`config.mk`:
```
export PLATFORM = sky130hd
export DESIGN_NAME = lmps_queue
export DESIGN_NICKNAME = d
export VERILOG_FILES = /design/src/hw/rtl/lmps_pkg.sv /design/src/hw/rtl/lmps_queue.sv
export SDC_FILE = /design/constraint.sdc
export NUM_CORES = 1
export LEC_CHECK = 0
export BUFFER_PORTS_ARGS = -buffer_cell sky130_fd_sc_hd__buf_2
export CORE_MARGIN = 2
export CORE_UTILIZATION = 45
export DETAILED_ROUTE_END_ITERATION = 10
export GPL_ROUTABILITY_DRIVEN = 0
export PLACE_DENSITY = 0.68
export RECOVER_POWER = 50
export SLEW_MARGIN = 20
export SYNTH_ARGS = -nofsm -noshare
export SYNTH_HDL_FRONTEND = slang
export SYNTH_SLANG_ARGS = --single-unit
```
`constraint.sdc`:
```
create_clock -name clk_i -period 3.9 [get_ports clk_i]
set_clock_uncertainty 0.05 [all_clocks]
set_input_delay 0.39 -clock clk_i [delete_from_list [all_inputs] [get_ports clk_i]]
set_output_delay 0.39 -clock clk_i [all_outputs]
set_load 0.02 [all_outputs]
```
`src/hw/rtl/lmps_pkg.sv`:
```
package lmps_pkg;

  // Panel geometry
  localparam int MATRIX_COLUMNS  = 64;
  localparam int SUBMATRIX_COUNT = 5;

  localparam int SUBROWS    = 8;
  localparam int SUBFRAMES  = 255;
  localparam int COLOURS    = 3;
  localparam int CHAN_W     = 8;
  localparam int PIXEL_W    = COLOURS * CHAN_W;
  localparam int SERIAL_W   = 15;
  localparam int SUBROW_W   = 3;
  localparam int SUBFRAME_W = 8;
  localparam int ROW_W      = 6;
  localparam int COLIN_W    = 6;

  // Only submatrices whose bits fit the serial field are stored
  localparam int MAX_LANES  = SERIAL_W / COLOURS;
  localparam int LANES      = (SUBMATRIX_COUNT < MAX_LANES) ? SUBMATRIX_COUNT : MAX_LANES;
  localparam int LANE_W     = 3;
  localparam int STORE_ROWS = SUBMATRIX_COUNT * SUBROWS;

  localparam int COL_W       = $clog2(MATRIX_COLUMNS);
  localparam int ADDR_W      = SUBROW_W + COL_W;
  localparam int STORE_DEPTH = 1 << ADDR_W;

  // Queue between front and back
  localparam int Q_DEPTH = 2;
  localparam int Q_PTR_W = $clog2(Q_DEPTH);
  localparam int Q_CNT_W = $clog2(Q_DEPTH + 1);

  // Result buffer
  localparam int OB_DEPTH = 4;
  localparam int OB_PTR_W = $clog2(OB_DEPTH);
  localparam int OB_CNT_W = $clog2(OB_DEPTH + 1);

  localparam int IN_TDATA_W  = 40;
  localparam int OUT_TDATA_W = 32;
  localparam int OUT_USED_W  = SUBROW_W + SERIAL_W + SUBFRAME_W;

  typedef enum logic {
    REQ_WRITE = 1'b0,
    REQ_TICK  = 1'b1
  } req_e;

  typedef struct packed {
    req_e                  kind;
    logic [LANE_W-1:0]     lane;
    logic [ADDR_W-1:0]     addr;
    logic [PIXEL_W-1:0]    pixel;
    logic [SUBROW_W-1:0]   row_select;
    logic                  latch_after;
    logic                  frame_end;
    logic [SUBFRAME_W-1:0] subframe;
  } op_t;

  typedef struct packed {
    logic [SUBROW_W-1:0]   row_select;
    logic [SERIAL_W-1:0]   serial_bits;
    logic                  latch_after;
    logic                  frame_end;
    logic [SUBFRAME_W-1:0] subframe;
  } res_t;

  typedef struct packed {
    logic clearing;
  } bstat_t;

endpackage

```
`src/hw/rtl/lmps_queue.sv`:
```
module lmps_queue (
  input  logic           clk_i,
  input  logic           rst_ni,
  input  logic           push_i,
  input  lmps_pkg::op_t  op_i,
  output logic           full_o,
  input  logic           pop_i,
  output logic           empty_o,
  output lmps_pkg::op_t  op_o
);

  lmps_pkg::op_t                   slot_q [lmps_pkg::Q_DEPTH];
  logic [lmps_pkg::Q_PTR_W-1:0]    wr_ptr_q, wr_ptr_d;
  logic [lmps_pkg::Q_PTR_W-1:0]    rd_ptr_q, rd_ptr_d;
  logic [lmps_pkg::Q_CNT_W-1:0]    cnt_q, cnt_d;

  assign full_o  = (cnt_q == lmps_pkg::Q_CNT_W'(lmps_pkg::Q_DEPTH));
  assign empty_o = (cnt_q == '0);
  assign op_o    = slot_q[rd_ptr_q];

  always_comb begin
    wr_ptr_d = push_i ? wr_ptr_q + lmps_pkg::Q_PTR_W'(1) : wr_ptr_q;
    rd_ptr_d = pop_i  ? rd_ptr_q + lmps_pkg::Q_PTR_W'(1) : rd_ptr_q;
    cnt_d    = cnt_q + lmps_pkg::Q_CNT_W'(push_i) - lmps_pkg::Q_CNT_W'(pop_i);
  end

  always_ff @(posedge clk_i or negedge rst_ni) begin
    if (!rst_ni) begin
      wr_ptr_q <= '0;
      rd_ptr_q <= '0;
      cnt_q    <= '0;
    end else begin
      wr_ptr_q <= wr_ptr_d;
      rd_ptr_q <= rd_ptr_d;
      cnt_q    <= cnt_d;
    end
  end

  always_ff @(posedge clk_i) begin
    if (push_i) begin
      slot_q[wr_ptr_q] <= op_i;
    end
  end

endmodule

```
==> impl_metrics.py <==
metrics = {
    "outcome": {
        "status": "finished with violations",
        "violations": "max-capacitance violations, max-slew violations",
    },
    "global_route": {
        "grt.total_usage_pct": 13.2,
        "grt_pass1_vias": 1948,
        "gr-total-overflow": 0,
        "grt_pass1_wl_mm": 9.69,
        "antenna_found_initial": 0,
        "grt_max_degree": 52,
    },
    "floorplan": {
        "die_area_um2": 9790,
        "start_util_pct": 46.5,
        "die-width_um": 99.0,
        "boundaryPins": 106,
        "core_um2": 8720,
        "num_rows": 34,
        "die_height_um": 99.0,
    },
    "synthesis": {
        "netlist_area_um2": 4060,
        "syn-num-nets": 227,
        "synth.distinct_cells": 13,
        "synth_top_cell_by_area": "edfxtp_1",
        "avgSynthCellArea_um2": 23.7,
        "synthCells": 171,
        "synth_mux_area_share_pct": 18.4,
        "synth-compound-area-share_pct": 0,
        "synth_adder_area_share_pct": 0.617,
        "synth_xor_area_share_pct": 1.02,
        "synth_top_family_by_area": "multiplexers",
        "yosys-top-cells-area": "edfxtp_1 74%, mux2_4 18%, buf_12 2.5%",
        "synth_top_area_share_pct": 74.0,
        "yosysWarnings": 0,
        "ys_ff_latch": 104,
        "seq_area_frac_synth_pct": 76.5,
        "yosys.area_share.simple_pct": 0.555,
    },
    "pwr": {
        "power.total_mw": 3.49,
        "irDropWorstVdd_v": 0.000601,
        "power_leakage_nw": 1.89,
        "p_per_area_nw_per_um2": 729,
    },
    "finish": {
        "drive_gt1_share_pct": 49.7,
        "design_area_um2": 4790,
        "final_cells": 396,
        "fin_util_pct": 54.9,
        "final.fill_count": 702,
        "n_antenna_cell": 0,
        "nets": 340,
        "area_delta_synth_final_pct": 17.9,
    },
    "worst_setup_path": {
        "crit_chain": "and2_0, buf_4",
        "worstSetupEndpointType": "flop",
        "slowest_delay_ns": 1.35,
        "cp_data_required_time_ns": 3.87,
        "critical_path_class": "reg2reg",
        "cp.arrival_ns": 2.68,
        "cp_slowest_cell": "and2_0",
        "crit_path_start_kind": "flop",
        "cp_max_fo": 26,
    },
    "timing": {
        "period_share_pct": 69.7,
        "worst_slack_ns": 1.18,
        "timing.fmax_ghz": 0.368,
        "min_period_ns": 2.72,
        "max_slew.worst_pin.slew_ns": 1.77,
        "slew-limit-headroom_pct": -18.1,
        "drv_slew": 26,
        "finalSetupViolCount": 0,
        "setup-tns-final_ns": 0,
        "finalHoldViolCount": 0,
        "hold_ws_ns": 0.172,
        "rsz0062_at_grt": "no",
    },
    "routing": {
        "remaining_drc_errors": 0,
        "firstDrtPassIters": 4,
        "post_drt_via_cell_ratio": 4.75,
        "drtIter0Drc": 75,
        "antenna_left": 0,
        "routed_wl_mm": 6.54,
        "avgRoutedWirePerCell_um": 16.5,
        "vias": 1882,
    },
    "clocking": {
        "clk_pin_slew_ns": 0.09,
        "clock-sinks": 104,
        "clock_latency_ns": 0.34,
        "numCtsBuffers": 9,
        "ctsResizeCount": 0,
        "h-tree-depth": 3,
        "cts-root-buf": "clkbuf_8",
        "clk_path_buf_depth": 2,
        "cts_tree": "yes",
    },
    "placed_design": {
        "placedInstanceArea_um2": 4630,
        "pre_cts_ws_ns": 1.74,
        "placed_cells": 380,
        "io_buffers": 105,
        "hpwl_mm": 4.29,
    },
    "job": {
        "maxCapViolCount": 1,
    },
    "hold_path": {
        "worstHoldPathType": "in2reg",
    },
}
## logic make-up after synthesis
kind of cell / count (synthesis)
buffers and inverters: 8
xor gates and xnor gates: 3
muxes: 50
and+or+nand+nor: 4
DFF: 104
adders and majority gates: 2
## layout make-up
class	count	area, µm²	share of cell area (%)
clock buffers	11	131	2.75
clock inverters	4	46.3	0.967
inverters	2	7.51	0.157
multi-input cells	59	843	17.6
flip-flops and latches	104	3110	64.9
well taps	108	135	2.82
repair buffers	108	515	10.8
## layer usage
metal	track usage, %	share of wire, %	wire length [µm]	vias up
met3	4.40	8.1	529	11
met1	16.2	43	2780	905
li1	-	-	-	892
met4	6.32	1.7	114	0
met2	21.0	48	3110	74
met5	0	0	0	-
## Yosys cell counts, drive strengths merged
cell type  count
edfxtp       100
dfrtp          4
xor2           2
ha             2
buf            6
xor3           1
inv            2
and2           1
nor2b          2
mux2          50
nor2           1
## sequential cells by signal, summed over array words and instances (netlist names)
name and cells:
cnt_q 2, rd_ptr_q 1, slot_q 100, wr_ptr_q 1
## power by group
group | internal, mW | switching, mW
logic | 0.590 | 0.584
registers | 1.49 | 0.207
clock network | 0.291 | 0.329
## worst max-delay path: cells and delay by family (launching register included)
kind                   cells  cell delay (ns)
flip-flops                 1             0.43
AND/OR/NAND/NOR            1             1.35
buffers and inverters      1             0.54
## worst paths after layout
path,to,startpoint,cells past startpoint,slack [ns]
max,slot_q[1][46],wr_ptr_q,2,1.18
min,rd_ptr_q,pop_i,2,0.17
max reg2reg,slot_q[1][46],wr_ptr_q,2,1.18
min reg2reg,wr_ptr_q,wr_ptr_q,1,0.50
max in group asynchronous,rd_ptr_q,rst_ni,2,3.23
min in group asynchronous,cnt_q[1],rst_ni,2,0.35
## timing repair
item	in CTS	in global routing
buffers inserted	0	0
endpoints found under the hold margin	4	0
setup endpoints to repair	0	0
hold buffers	1	0
## layout by cell type (no fill, tap or decap), types with 2 or more instances in the layout
cell type  synthesis  routed
edfxtp_1         100     100
buf_2              0      77
mux2_4            49      49
clkbuf_1           0      30
clkbuf_8           0       9
dfrtp_1            4       3
inv_1              2       2
xor2_1             2       2
ha_1               2       2
buf_4              0       2
(Power assumes the default switching activity.)
