File: src/hw/rtl/lmps_pkg.sv
package lmps_pkg;

  // Panel geometry
  localparam int MATRIX_COLUMNS  = 64;
  localparam int SUBMATRIX_COUNT = 5;

  localparam int SUBROWS    = 8;
  localparam int SUBFRAMES  = 255;
  localparam int COLOURS    = 3;
  localparam int CHAN_W     = 8;
  localparam int PIXEL_W    = COLOURS * CHAN_W;
  localparam int SERIAL_W   = 15;
  localparam int SUBROW_W   = 3;
  localparam int SUBFRAME_W = 8;
  localparam int ROW_W      = 6;
  localparam int COLIN_W    = 6;

  // Only submatrices whose bits fit the serial field are stored
  localparam int MAX_LANES  = SERIAL_W / COLOURS;
  localparam int LANES      = (SUBMATRIX_COUNT < MAX_LANES) ? SUBMATRIX_COUNT : MAX_LANES;
  localparam int LANE_W     = 3;
  localparam int STORE_ROWS = SUBMATRIX_COUNT * SUBROWS;

  localparam int COL_W       = $clog2(MATRIX_COLUMNS);
  localparam int ADDR_W      = SUBROW_W + COL_W;
  localparam int STORE_DEPTH = 1 << ADDR_W;

  // Queue between front and back
  localparam int Q_DEPTH = 2;
  localparam int Q_PTR_W = $clog2(Q_DEPTH);
  localparam int Q_CNT_W = $clog2(Q_DEPTH + 1);

  // Result buffer
  localparam int OB_DEPTH = 4;
  localparam int OB_PTR_W = $clog2(OB_DEPTH);
  localparam int OB_CNT_W = $clog2(OB_DEPTH + 1);

  localparam int IN_TDATA_W  = 40;
  localparam int OUT_TDATA_W = 32;
  localparam int OUT_USED_W  = SUBROW_W + SERIAL_W + SUBFRAME_W;

  typedef enum logic {
    REQ_WRITE = 1'b0,
    REQ_TICK  = 1'b1
  } req_e;

  typedef struct packed {
    req_e                  kind;
    logic [LANE_W-1:0]     lane;
    logic [ADDR_W-1:0]     addr;
    logic [PIXEL_W-1:0]    pixel;
    logic [SUBROW_W-1:0]   row_select;
    logic                  latch_after;
    logic                  frame_end;
    logic [SUBFRAME_W-1:0] subframe;
  } op_t;

  typedef struct packed {
    logic [SUBROW_W-1:0]   row_select;
    logic [SERIAL_W-1:0]   serial_bits;
    logic                  latch_after;
    logic                  frame_end;
    logic [SUBFRAME_W-1:0] subframe;
  } res_t;

  typedef struct packed {
    logic clearing;
  } bstat_t;

endpackage

File: src/hw/rtl/lmps_front.sv
module lmps_front (
  input  logic                                clk_i,
  input  logic                                rst_ni,
  input  logic                                s_axis_tvalid,
  output logic                                s_axis_tready,
  input  logic [lmps_pkg::IN_TDATA_W-1:0]     s_axis_tdata,
  input  logic                                s_axis_tuser,
  input  lmps_pkg::bstat_t                    bstat_i,
  input  logic                                q_full_i,
  output logic                                push_o,
  output lmps_pkg::op_t                       op_o
);

  logic [lmps_pkg::ROW_W-1:0]      pixel_row;
  logic [lmps_pkg::COLIN_W-1:0]    pixel_col;
  logic [lmps_pkg::CHAN_W-1:0]     red_value, green_value, blue_value;
  lmps_pkg::req_e                  kind;
  logic [lmps_pkg::COL_W+5:0]      col_wide;
  logic                            in_range, accept;
  logic                            last_col, last_row, last_sf;

  logic [lmps_pkg::COL_W-1:0]      col_q, col_d;
  logic [lmps_pkg::SUBROW_W-1:0]   subrow_q, subrow_d;
  logic [lmps_pkg::SUBFRAME_W-1:0] subframe_q, subframe_d;

  always_comb begin
    pixel_row   = s_axis_tdata[5:0];
    pixel_col   = s_axis_tdata[11:6];
    red_value   = s_axis_tdata[19:12];
    green_value = s_axis_tdata[27:20];
    blue_value  = s_axis_tdata[35:28];
    kind        = lmps_pkg::req_e'(s_axis_tuser);
    col_wide    = (lmps_pkg::COL_W + 6)'(pixel_col);
  end

  // Hold off input while the frame store is being swept or the queue is full
  assign s_axis_tready = !bstat_i.clearing && !q_full_i;
  assign accept        = s_axis_tvalid && s_axis_tready;

  always_comb begin
    in_range = ({1'b0, pixel_row} < 7'(lmps_pkg::STORE_ROWS))
            && (pixel_row[5:3] < lmps_pkg::LANE_W'(lmps_pkg::LANES))
            && (col_wide < (lmps_pkg::COL_W + 6)'(lmps_pkg::MATRIX_COLUMNS));
    last_col = (col_q == '0);
    last_row = (subrow_q == lmps_pkg::SUBROW_W'(lmps_pkg::SUBROWS - 1));
    last_sf  = (subframe_q == lmps_pkg::SUBFRAME_W'(lmps_pkg::SUBFRAMES - 1));
  end

  always_comb begin
    op_o.kind        = kind;
    op_o.lane        = pixel_row[5:3];
    op_o.pixel       = {blue_value, green_value, red_value};
    op_o.row_select  = subrow_q;
    op_o.latch_after = last_col;
    op_o.frame_end   = last_col && last_row && last_sf;
    op_o.subframe    = subframe_q;
    if (kind == lmps_pkg::REQ_TICK) begin
      op_o.addr = {subrow_q, col_q};
    end else begin
      op_o.addr = {pixel_row[2:0], col_wide[lmps_pkg::COL_W-1:0]};
    end
    // Drop writes outside the panel
    push_o = accept && ((kind == lmps_pkg::REQ_TICK) || in_range);
  end

  always_comb begin
    col_d      = col_q;
    subrow_d   = subrow_q;
    subframe_d = subframe_q;
    if (accept && (kind == lmps_pkg::REQ_TICK)) begin
      if (!last_col) begin
        col_d = col_q - lmps_pkg::COL_W'(1);
      end else begin
        col_d = lmps_pkg::COL_W'(lmps_pkg::MATRIX_COLUMNS - 1);
        if (last_row) begin
          subrow_d   = '0;
          subframe_d = last_sf ? '0 : subframe_q + lmps_pkg::SUBFRAME_W'(1);
        end else begin
          subrow_d = subrow_q + lmps_pkg::SUBROW_W'(1);
        end
      end
    end
  end

  always_ff @(posedge clk_i or negedge rst_ni) begin
    if (!rst_ni) begin
      col_q      <= lmps_pkg::COL_W'(lmps_pkg::MATRIX_COLUMNS - 1);
      subrow_q   <= '0;
      subframe_q <= '0;
    end else begin
      col_q      <= col_d;
      subrow_q   <= subrow_d;
      subframe_q <= subframe_d;
    end
  end

endmodule

File: config.mk
export PLATFORM = sky130hd
export DESIGN_NAME = lmps_front
export DESIGN_NICKNAME = d
export VERILOG_FILES = /design/src/hw/rtl/lmps_pkg.sv /design/src/hw/rtl/lmps_front.sv
export SDC_FILE = /design/constraint.sdc
export NUM_CORES = 1
export LEC_CHECK = 0
export BUFFER_PORTS_ARGS = -buffer_cell sky130_fd_sc_hd__buf_2
export CAP_MARGIN = 5
export CORE_ASPECT_RATIO = 0.6
export CORE_UTILIZATION = 43
export DETAILED_ROUTE_END_ITERATION = 16
export HOLD_SLACK_MARGIN = 0.05
export PLACE_DENSITY = 0.95
export SYNTH_ARGS = -nofsm -noshare
export SYNTH_HDL_FRONTEND = slang
export SYNTH_SLANG_ARGS = --single-unit
File: constraint.sdc
create_clock -name clk_i -period 2.6 [get_ports clk_i]
set_input_delay 0.65 -clock clk_i [delete_from_list [all_inputs] [get_ports clk_i]]
set_output_delay 0.65 -clock clk_i [all_outputs]
set_load 0.005 [all_outputs]
==> results of run 1 <==
placed cells by master, fill, tap and decap left out, drive strengths merged:
cell type and n:
nand4 1, or3 2, inv 6, xnor2 1, o21a 1, a21oi 8, nor4bb 1, nor4 2
or2 1, mux2i 2, a211oi 1, o21ai 8, nor2 7, buf 48, nand2 7, nor3b 1
a21o 1, and3 2, nor3 4, clkinv 1, nand3b 1, ha 6, o31ai 3, o311a 1
o22ai 2, nand2b 1, nand3 5, clkbuf 3, dfstp 6, nand4bb 1, mux2 12, and4 2
dfrtp 11
layout make-up:
cell class	instances	area [µm²]
sequential	17	433
tap	42	52.6
inverter	6	22.5
multi-input combinational	84	627
clock inverter	1	5.00
clock buffer	3	41.3
fill	279	1460
timing repair buffer	48	248
registers in the layout, summed over array words and instances (netlist names):
signal,count
subframe_q,8
subrow_q,3
col_q,6
path summary, 6_finish.rpt:
kind                               start       endpoint  slack (ps)  depth (start not counted)
min in group clk_i              col_q[1]       col_q[1]         510                          2
hold / removal                    rst_ni  subframe_q[4]         310                          1
hold reg to reg                 col_q[1]       col_q[1]         510                          2
setup / recovery           subframe_q[4]        op_o[8]         310                          4
max in group asynchronous         rst_ni       col_q[0]        1980                          1
setup reg to reg             subrow_q[0]  subframe_q[5]         740                          6
routing by layer:
layer | vias to the layer above | GRT usage [%] | wire (µm)
met4 | 0 | 2.31 | 14
met1 | 526 | 20.5 | 1140
met5 | - | 0 | 0
li1 | 506 | - | -
met2 | 42 | 27.3 | 1290
met3 | 4 | 7.81 | 197
stage by stage:
stage	cells	util, %
global placement	197	47.8
CTS	201	49.4
finish	201	49.4
detailed placement	197	47.8
floorplan	140	-
global route	201	49.4
cell families (layout without fill, tap and decap cells):
kind of cell | count (synthesis) | count (layout) | share of synthesized area (%)
compound gates | 25 | 25 | 11.5
xor+xnor | 1 | 1 | 0.662
fa+ha+maj | 6 | 6 | 5.67
buf+inv | 39 | 58 | 19.9
flops | 17 | 17 | 32.7
mux | 14 | 14 | 11.7
simple gates | 38 | 38 | 17.8
critical path, delay by kind of cell (launching register included):
kind	cells	cell delay [ps]
and+or+nand+nor	3	790
DFF	1	460
buffers and inverters	1	150
report_power, final:
part           switching, W  total, W  internal, W
combinational      0.000141  0.000272     0.000131
clock             0.0000838  0.000190     0.000106
sequential        0.0000645  0.000411     0.000346
==> flow_metrics.py, run 1 <==
metrics = {
    "clock_network": {
        "clkLatencyLatePin_ps": 240,
        "holdBufCountCts": 0,
        "cts_setup_buffers": 0,
        "root_buffer": "clkbuf_8",
        "cts_tree": "built",
        "cts_buffer_depth": 2,
        "clk_pin_slew_worst_paths_ps": 60,
        "cts.sinks": 17,
        "cts_buffers": 3,
        "cts_htree_levels": 1,
        "cts_resized": 0,
    },
    "yosys": {
        "yosysSeqAreaShare_pct": 32.7,
        "synthArstFlopShare_pct": 100,
        "syn_nets": 192,
        "syn_area_um2": 1320,
        "synth_top_cell_by_area": "dfrtp_1",
        "ys.flop_type": "dfrtp_1",
        "synth_cell_types": 37,
        "synth_top_area_share_pct": 20.8,
        "avgSynthCellArea_um2": 9.46,
        "synth_most_common_cell": "buf_4",
        "synth_edf_count": 0,
        "yosysWarningCount": 0,
        "synthCells": 140,
        "synth_seq_cells": 17,
        "netlist_top_cells_count": "29 x buf_4, 12 x mux2_2, 11 x dfrtp_1, 8 x a21oi_1, 8 x o21ai_0",
        "synthTopCellsByArea": "dfrtp_1 21%, buf_4 16%, dfstp_2 12%",
    },
    "placement": {
        "gp_congestion": 0.782,
        "dp_hpwl_um": 2110,
        "port_buffers": 45,
        "dp_slack_ps": 540,
        "dpl_cell_area_um2": 1380,
    },
    "timing": {
        "finClkSkew_ps": 1.14,
        "maxSlewHeadroom_pct": 75.3,
        "drv_slew": 0,
        "max_freq_mhz": 437,
        "rsz0062_at_grt": "false",
        "fin_crit_sh_pct": 88.0,
        "setup_viol": 0,
        "layout_setup_ws_ps": 311,
        "hold_viol_final": 0,
        "tns_ps": 0,
        "period_minus_slack_ps": 2290,
        "worstMarginPinSlew_ps": 370,
        "holdWs_ps": 311,
    },
    "detailed_routing": {
        "drtAntennaViolNets": 0,
        "vias": 1078,
        "drc": 0,
        "viasPerCell": 5.36,
        "first_pass_iters": 4,
        "drt_iter0_markers": 50,
        "post_drt_wl_per_cell_um": 13.1,
        "routed_wl_um": 2640,
    },
    "critical_path": {
        "endpoint_kind": "output port",
        "arrival_ps": 1640,
        "required_ps": 1950,
        "startpoint_type": "register",
        "path_cells": "and4_1, nand4_1, nor3_1, buf_2",
        "critPathKind": "reg2out",
        "crit_fanout": 7,
        "critPathMaxStageDelay_ps": 460,
        "cpMaxStageDelayCell": "dfrtp_1",
    },
    "floorplan": {
        "std_cell_rows": 15,
        "die_h_um": 45.0,
        "die_w_um": 73.6,
        "coreArea_um2": 2890,
        "start_util_pct": 45.8,
        "dieArea_um2": 3310,
        "pin_count": 98,
    },
    "power_and_ir_drop": {
        "ir_worst_vdd_mv": 0.361,
        "power.density_nw_per_um2": 611,
        "p_total_w": 0.000873,
        "p_leak_nw": 0.706,
    },
    "layout": {
        "drive_above_1_share_pct": 47.8,
        "insertedDiodeCount": 0,
        "nNetsFinal": 212,
        "fin_area_um2": 1430,
        "areaGrowthSynthToFinish_pct": 7.94,
    },
    "run": {
        "maxCapViolations": 0,
    },
    "hold_path": {
        "hold_path.class": "in2async",
    },
    "global_route": {
        "grt_usage_pct": 16.6,
        "grt-ovfl-total": 0,
        "first_global_vias": 958,
        "grt_max_degree": 18,
        "antenna_found_initial": 0,
        "grt_pass1_wl_um": 4130,
    },
    "outcome": {
        "status": "complete, no violations",
    },
}
(Power assumes the default switching activity.)
==> inputs of run 2 (changes only) <==
--- a/config.mk
+++ b/config.mk
@@ -14,2 +14,3 @@
 export PLACE_DENSITY = 0.95
+export RECOVER_POWER = 50
 export SYNTH_ARGS = -nofsm -noshare
--- a/constraint.sdc
+++ b/constraint.sdc
@@ -3,2 +3,2 @@
 set_output_delay 0.65 -clock clk_i [all_outputs]
-set_load 0.005 [all_outputs]
+set_load 0.1 [all_outputs]
==> run 2 against run 1 <==
Net effect:
- total power grew 41%
- sequential power hardly changed
- setup slack got worse by 200 ps
- via count is 4.2% lower
- global-route usage rose by 0.25 points
- sequential share of layout area increased by 0.45 points
==> flow_metrics.py, run 2 (synthesis results as in run 1) <==
metrics = {
    "placement": {
        "port_buffers": 45,
        "gp_congestion": 0.818,
        "dp_hpwl_um": 1980,
        "dpl_cell_area_um2": 1410,
        "place_inst": 196,
    },
    "detailed_routing": {
        "drtAntennaViolNets": 0,
        "routed_wl_um": 2590,
        "vias": 1033,
        "drt_iter0_markers": 91,
        "viasPerCell": 5.17,
        "drc": 0,
        "first_pass_iters": 4,
        "post_drt_wl_per_cell_um": 12.9,
    },
    "power_and_ir_drop": {
        "power_frac_comb_pct": 50.0,
        "clkPwrFrac_pct": 16.5,
        "p_int_w": 0.000589,
        "p_seq_share_pct": 33.4,
        "switching_share_pct": 52.0,
        "p_leak_nw": 0.684,
        "ir_worst_vdd_mv": 0.283,
        "power_switching_w": 0.000637,
        "power.density_nw_per_um2": 844,
    },
    "clock_network": {
        "cts_buffer_depth": 2,
        "cts.sinks": 17,
        "cts_tree": "built",
        "cts_htree_levels": 1,
        "root_buffer": "clkbuf_8",
        "cts_buffers": 3,
        "cts_setup_buffers": 0,
        "clk_pin_slew_worst_paths_ps": 70,
        "clkLatencyLatePin_ps": 260,
    },
    "layout": {
        "fin_area_um2": 1450,
        "stdcell_count": 200,
        "final_util_pct": 50.3,
        "final_cell_mix": "41 x buf_2, 12 x mux2_2, 11 x dfrtp_2, 8 x o21ai_0, 8 x a21oi_1",
        "insertedDiodeCount": 0,
        "top_regs": "subframe_q (8), col_q (6), subrow_q (3)",
        "drive_above_1_share_pct": 53.8,
        "largest-register": "subframe_q",
        "areaGrowthSynthToFinish_pct": 9.74,
        "largest_reg_flops": 8,
        "nNetsFinal": 211,
        "fillers": 268,
        "final_common_cell": "buf_2",
    },
    "floorplan": {
        "dieArea_um2": 3310,
        "start_util_pct": 45.8,
        "die_w_um": 73.6,
        "std_cell_rows": 15,
        "pin_count": 98,
        "coreArea_um2": 2890,
        "die_h_um": 45.0,
    },
    "critical_path": {
        "r2r-start": "col_q[2]",
        "endpoint_kind": "output port",
        "r2r-end": "subframe_q[2]",
        "arrival_ps": 1840,
        "rrSetupSlack_ps": 760,
        "crit_fanout": 8,
        "required_ps": 1950,
        "critPathKind": "reg2out",
        "startpoint_type": "register",
        "reg2regPathDepth": 4,
    },
    "timing": {
        "drv_slew": 0,
        "worstMarginPinSlew_ps": 921,
        "finClkSkew_ps": 1.03,
        "hold_viol_final": 0,
        "max_freq_mhz": 401,
        "fin_crit_sh_pct": 95.8,
        "period_minus_slack_ps": 2490,
        "rsz0062_at_grt": "false",
        "setup_viol": 0,
        "maxSlewHeadroom_pct": 38.6,
    },
    "global_route": {
        "first_global_vias": 883,
        "grt-ovfl-total": 0,
        "grt_usage_pct": 16.8,
        "grt_max_degree": 18,
        "grt_pass1_wl_um": 4050,
        "antenna_found_initial": 0,
    },
    "run": {
        "maxCapViolations": 0,
    },
    "outcome": {
        "status": "complete, no violations",
    },
    "hold_path": {
        "hold_path.class": "in2async",
    },
}
## run 2: worst max path at each step
stage,from,to,slack (ps),depth (start not counted)
floorplan,subframe_q[4],op_o[8],-190,3
global placement,col_q[4],op_o[9],310,3
detailed placement,col_q[2],op_o[9],290,3
CTS,col_q[2],op_o[9],10,3
global route,col_q[2],op_o[9],40,3
finish,col_q[2],op_o[9],110,3
## run 2: cell type report
cell class	instances	area (µm²)	share of cell area (%)
Timing Repair Buffer	47	239	16.5
Sequential cell	17	447	30.7
Tap cell	42	52.6	3.62
Multi-Input combinational cell	84	647	44.5
Inverter	6	22.5	1.55
Clock buffer	4	45.0	3.10
## run 2: what timing repair did
item / in CTS / in global routing
endpoints found under the hold margin: 0 / 0
endpoints found under the setup margin: 0 / 2
gates resized for setup: 0 / 2
hold buffers: 0 / 0
## run 2: layer usage
metal,share of wire [%],up-vias,wire length [µm],global-route usage (%)
met5,0,-,0,0
met4,1.5,0,40,6.92
met3,7.8,4,203,8.26
met2,45,36,1170,24.8
met1,45,488,1170,21.2
li1,-,505,-,-
## run 2: worst max-delay path: stages, from the launching register on
cell and delay (ps):
dfstp_2 410, or3_1 520, nor2_2 280, clkbuf_4 380
## run 2: stage by stage
step / setup slack [ps] / power (W) / hold slack, ps / setup TNS (ps)
after floorplan: -193 / 0.00111 / 354 / -193
after global placement: 315 / 0.00101 / 491 / 0
after detailed placement: 293 / 0.00103 / 500 / 0
after CTS: 13.9 / 0.00123 / 319 / 0
after global routing: 41.2 / 0.00129 / 533 / 0
final: 108 / 0.00123 / 506 / 0
## run 2: power by group through the flow
stage / clock, W / combinational, W / sequential [W]
floorplan: 0 / 0.000669 / 0.000446
global placement: 0 / 0.000601 / 0.000409
detailed placement: 0 / 0.000615 / 0.000412
CTS: 0.000205 / 0.000616 / 0.000410
global route: 0.000218 / 0.000647 / 0.000420
finish: 0.000203 / 0.000614 / 0.000410
==> inputs of run 3 (changes only) <==
- GPL_TIMING_DRIVEN: default -> 0
==> run 3 against run 2 <==
Net effect:
- wire length up 23%
- clock skew is 1.8 ps higher
- global-route usage up 2.0 points
- register-to-register slack worse by 80 ps
- fmax about the same
- non-clock buffer count grew 54
==> flow_metrics.py, run 3 (synthesis results as in run 1) <==
metrics = {
    "clock_network": {
        "cts_htree_levels": 1,
        "cts.sinks": 17,
        "cts_tree": "built",
        "cts_buffers": 3,
        "clk_pin_slew_worst_paths_ps": 60,
        "cts_setup_buffers": 0,
        "clkLatencyLatePin_ps": 260,
        "cts_buffer_depth": 2,
        "root_buffer": "clkbuf_8",
        "holdBufCountCts": 0,
    },
    "layout": {
        "final_common_cell": "buf_2",
        "insertedDiodeCount": 0,
        "areaGrowthSynthToFinish_pct": 33.8,
        "nNetsFinal": 265,
        "final_cell_mix": "44 x buf_2, 30 x buf_4, 26 x clkbuf_1, 12 x mux2_2, 11 x dfrtp_2",
        "drive_above_1_share_pct": 55.2,
        "fin_area_um2": 1770,
        "top_regs": "subframe_q (8), col_q (6), subrow_q (3)",
        "largest-register": "subframe_q",
        "largest_reg_flops": 8,
    },
    "hold_path": {
        "hold_path.class": "in2async",
    },
    "detailed_routing": {
        "vias": 1252,
        "drtAntennaViolNets": 0,
        "routed_wl_um": 3200,
        "wl_met3_um": 190,
        "viasPerCell": 4.93,
        "first_pass_iters": 5,
        "drc": 0,
        "dr_wl_met2_um": 1620,
        "top_layer_used": "met4",
        "drt_iter0_markers": 45,
        "post_drt_wl_per_cell_um": 12.6,
        "wirelength_met1_um": 1360,
    },
    "global_route": {
        "grt_pass1_wl_um": 4520,
        "grt_usage_pct": 18.8,
        "grt-ovfl-total": 0,
        "grt_max_degree": 18,
        "first_global_vias": 989,
        "antenna_found_initial": 0,
    },
    "floorplan": {
        "start_util_pct": 45.8,
        "coreArea_um2": 2890,
        "dieArea_um2": 3310,
        "die_h_um": 45.0,
        "std_cell_rows": 15,
        "pin_count": 98,
        "die_w_um": 73.6,
    },
    "placement": {
        "gp_congestion": 0.779,
        "dpl_cell_area_um2": 1760,
        "dp_hpwl_um": 2590,
        "port_buffers": 69,
    },
    "critical_path": {
        "critPathKind": "reg2out",
        "arrival_ps": 1840,
        "crit_fanout": 7,
        "startpoint_type": "register",
        "endpoint_kind": "output port",
        "required_ps": 1950,
    },
    "run": {
        "maxCapViolations": 0,
    },
    "timing": {
        "fin_crit_sh_pct": 95.9,
        "drv_slew": 0,
        "hold_viol_final": 0,
        "finClkSkew_ps": 2.80,
        "setup_viol": 0,
        "tns_ps": 0,
        "rsz0062_at_grt": "false",
        "maxSlewHeadroom_pct": 22.0,
        "period_minus_slack_ps": 2490,
        "holdWs_ps": 496,
        "max_freq_mhz": 401,
        "worstMarginPinSlew_ps": 1170,
    },
    "power_and_ir_drop": {
        "power.density_nw_per_um2": 813,
        "p_leak_nw": 0.851,
        "ir_worst_vdd_mv": 0.407,
    },
    "outcome": {
        "status": "complete, no violations",
    },
}
run 3: cell type report:
cell class | count | area [µm²]
Fill cell | 249 | 1120
Multi-Input combinational cell | 84 | 647
Sequential cell | 17 | 447
Timing Repair Buffer | 69 | 320
Buffer | 32 | 238
Tap cell | 42 | 52.6
Clock buffer | 4 | 45.0
Inverter | 6 | 22.5
run 3: critical path, cell delays in order, from the launching register on:
cell and delay (ps):
dfrtp_2 420, and4_1 270, nand4_1 290, nor3_4 250
clkbuf_4 350
run 3: final timing paths:
path,slack (ps),cells past startpoint,startpoint,end
setup / recovery,110,4,subframe_q[4],op_o[8]
hold / removal,500,1,rst_ni,subframe_q[4]
setup reg to reg,680,7,subrow_q[0],subframe_q[6]
hold reg to reg,510,2,col_q[1],col_q[1]
max in group asynchronous,1500,1,rst_ni,subframe_q[5]
min in group clk_i,510,2,col_q[1],col_q[1]
run 3: metal layers:
metal  global-route usage [%]  up-vias
met3                     6.47        6
met4                     4.62        0
met5                        0        -
met2                     32.5       48
met1                     22.9      589
li1                         -      609
run 3: where the power goes:
part | total [W] | internal, W | switching, W
Combinational | 0.000830 | 0.000181 | 0.000649
Sequential | 0.000412 | 0.000348 | 0.0000646
Clock | 0.000199 | 0.000109 | 0.0000897
Total | 0.00144 | 0.000638 | 0.000803
run 3: through the flow:
step | worst slack, ps | std cells | total power [W] | util, %
after floorplan | -193 | 140 | 0.00111 | -
after global placement | 70.5 | 251 | 0.00122 | 60.7
after detailed placement | 6.87 | 251 | 0.00125 | 60.7
after CTS | 0.332 | 255 | 0.00145 | 62.4
after global routing | 8.24 | 254 | 0.00151 | 61.3
final | 108 | 254 | 0.00144 | 61.3
run 3: what timing repair did:
item	CTS	global route
setup endpoints to repair	1	11
pin swaps	0	0
resized for setup	1	1
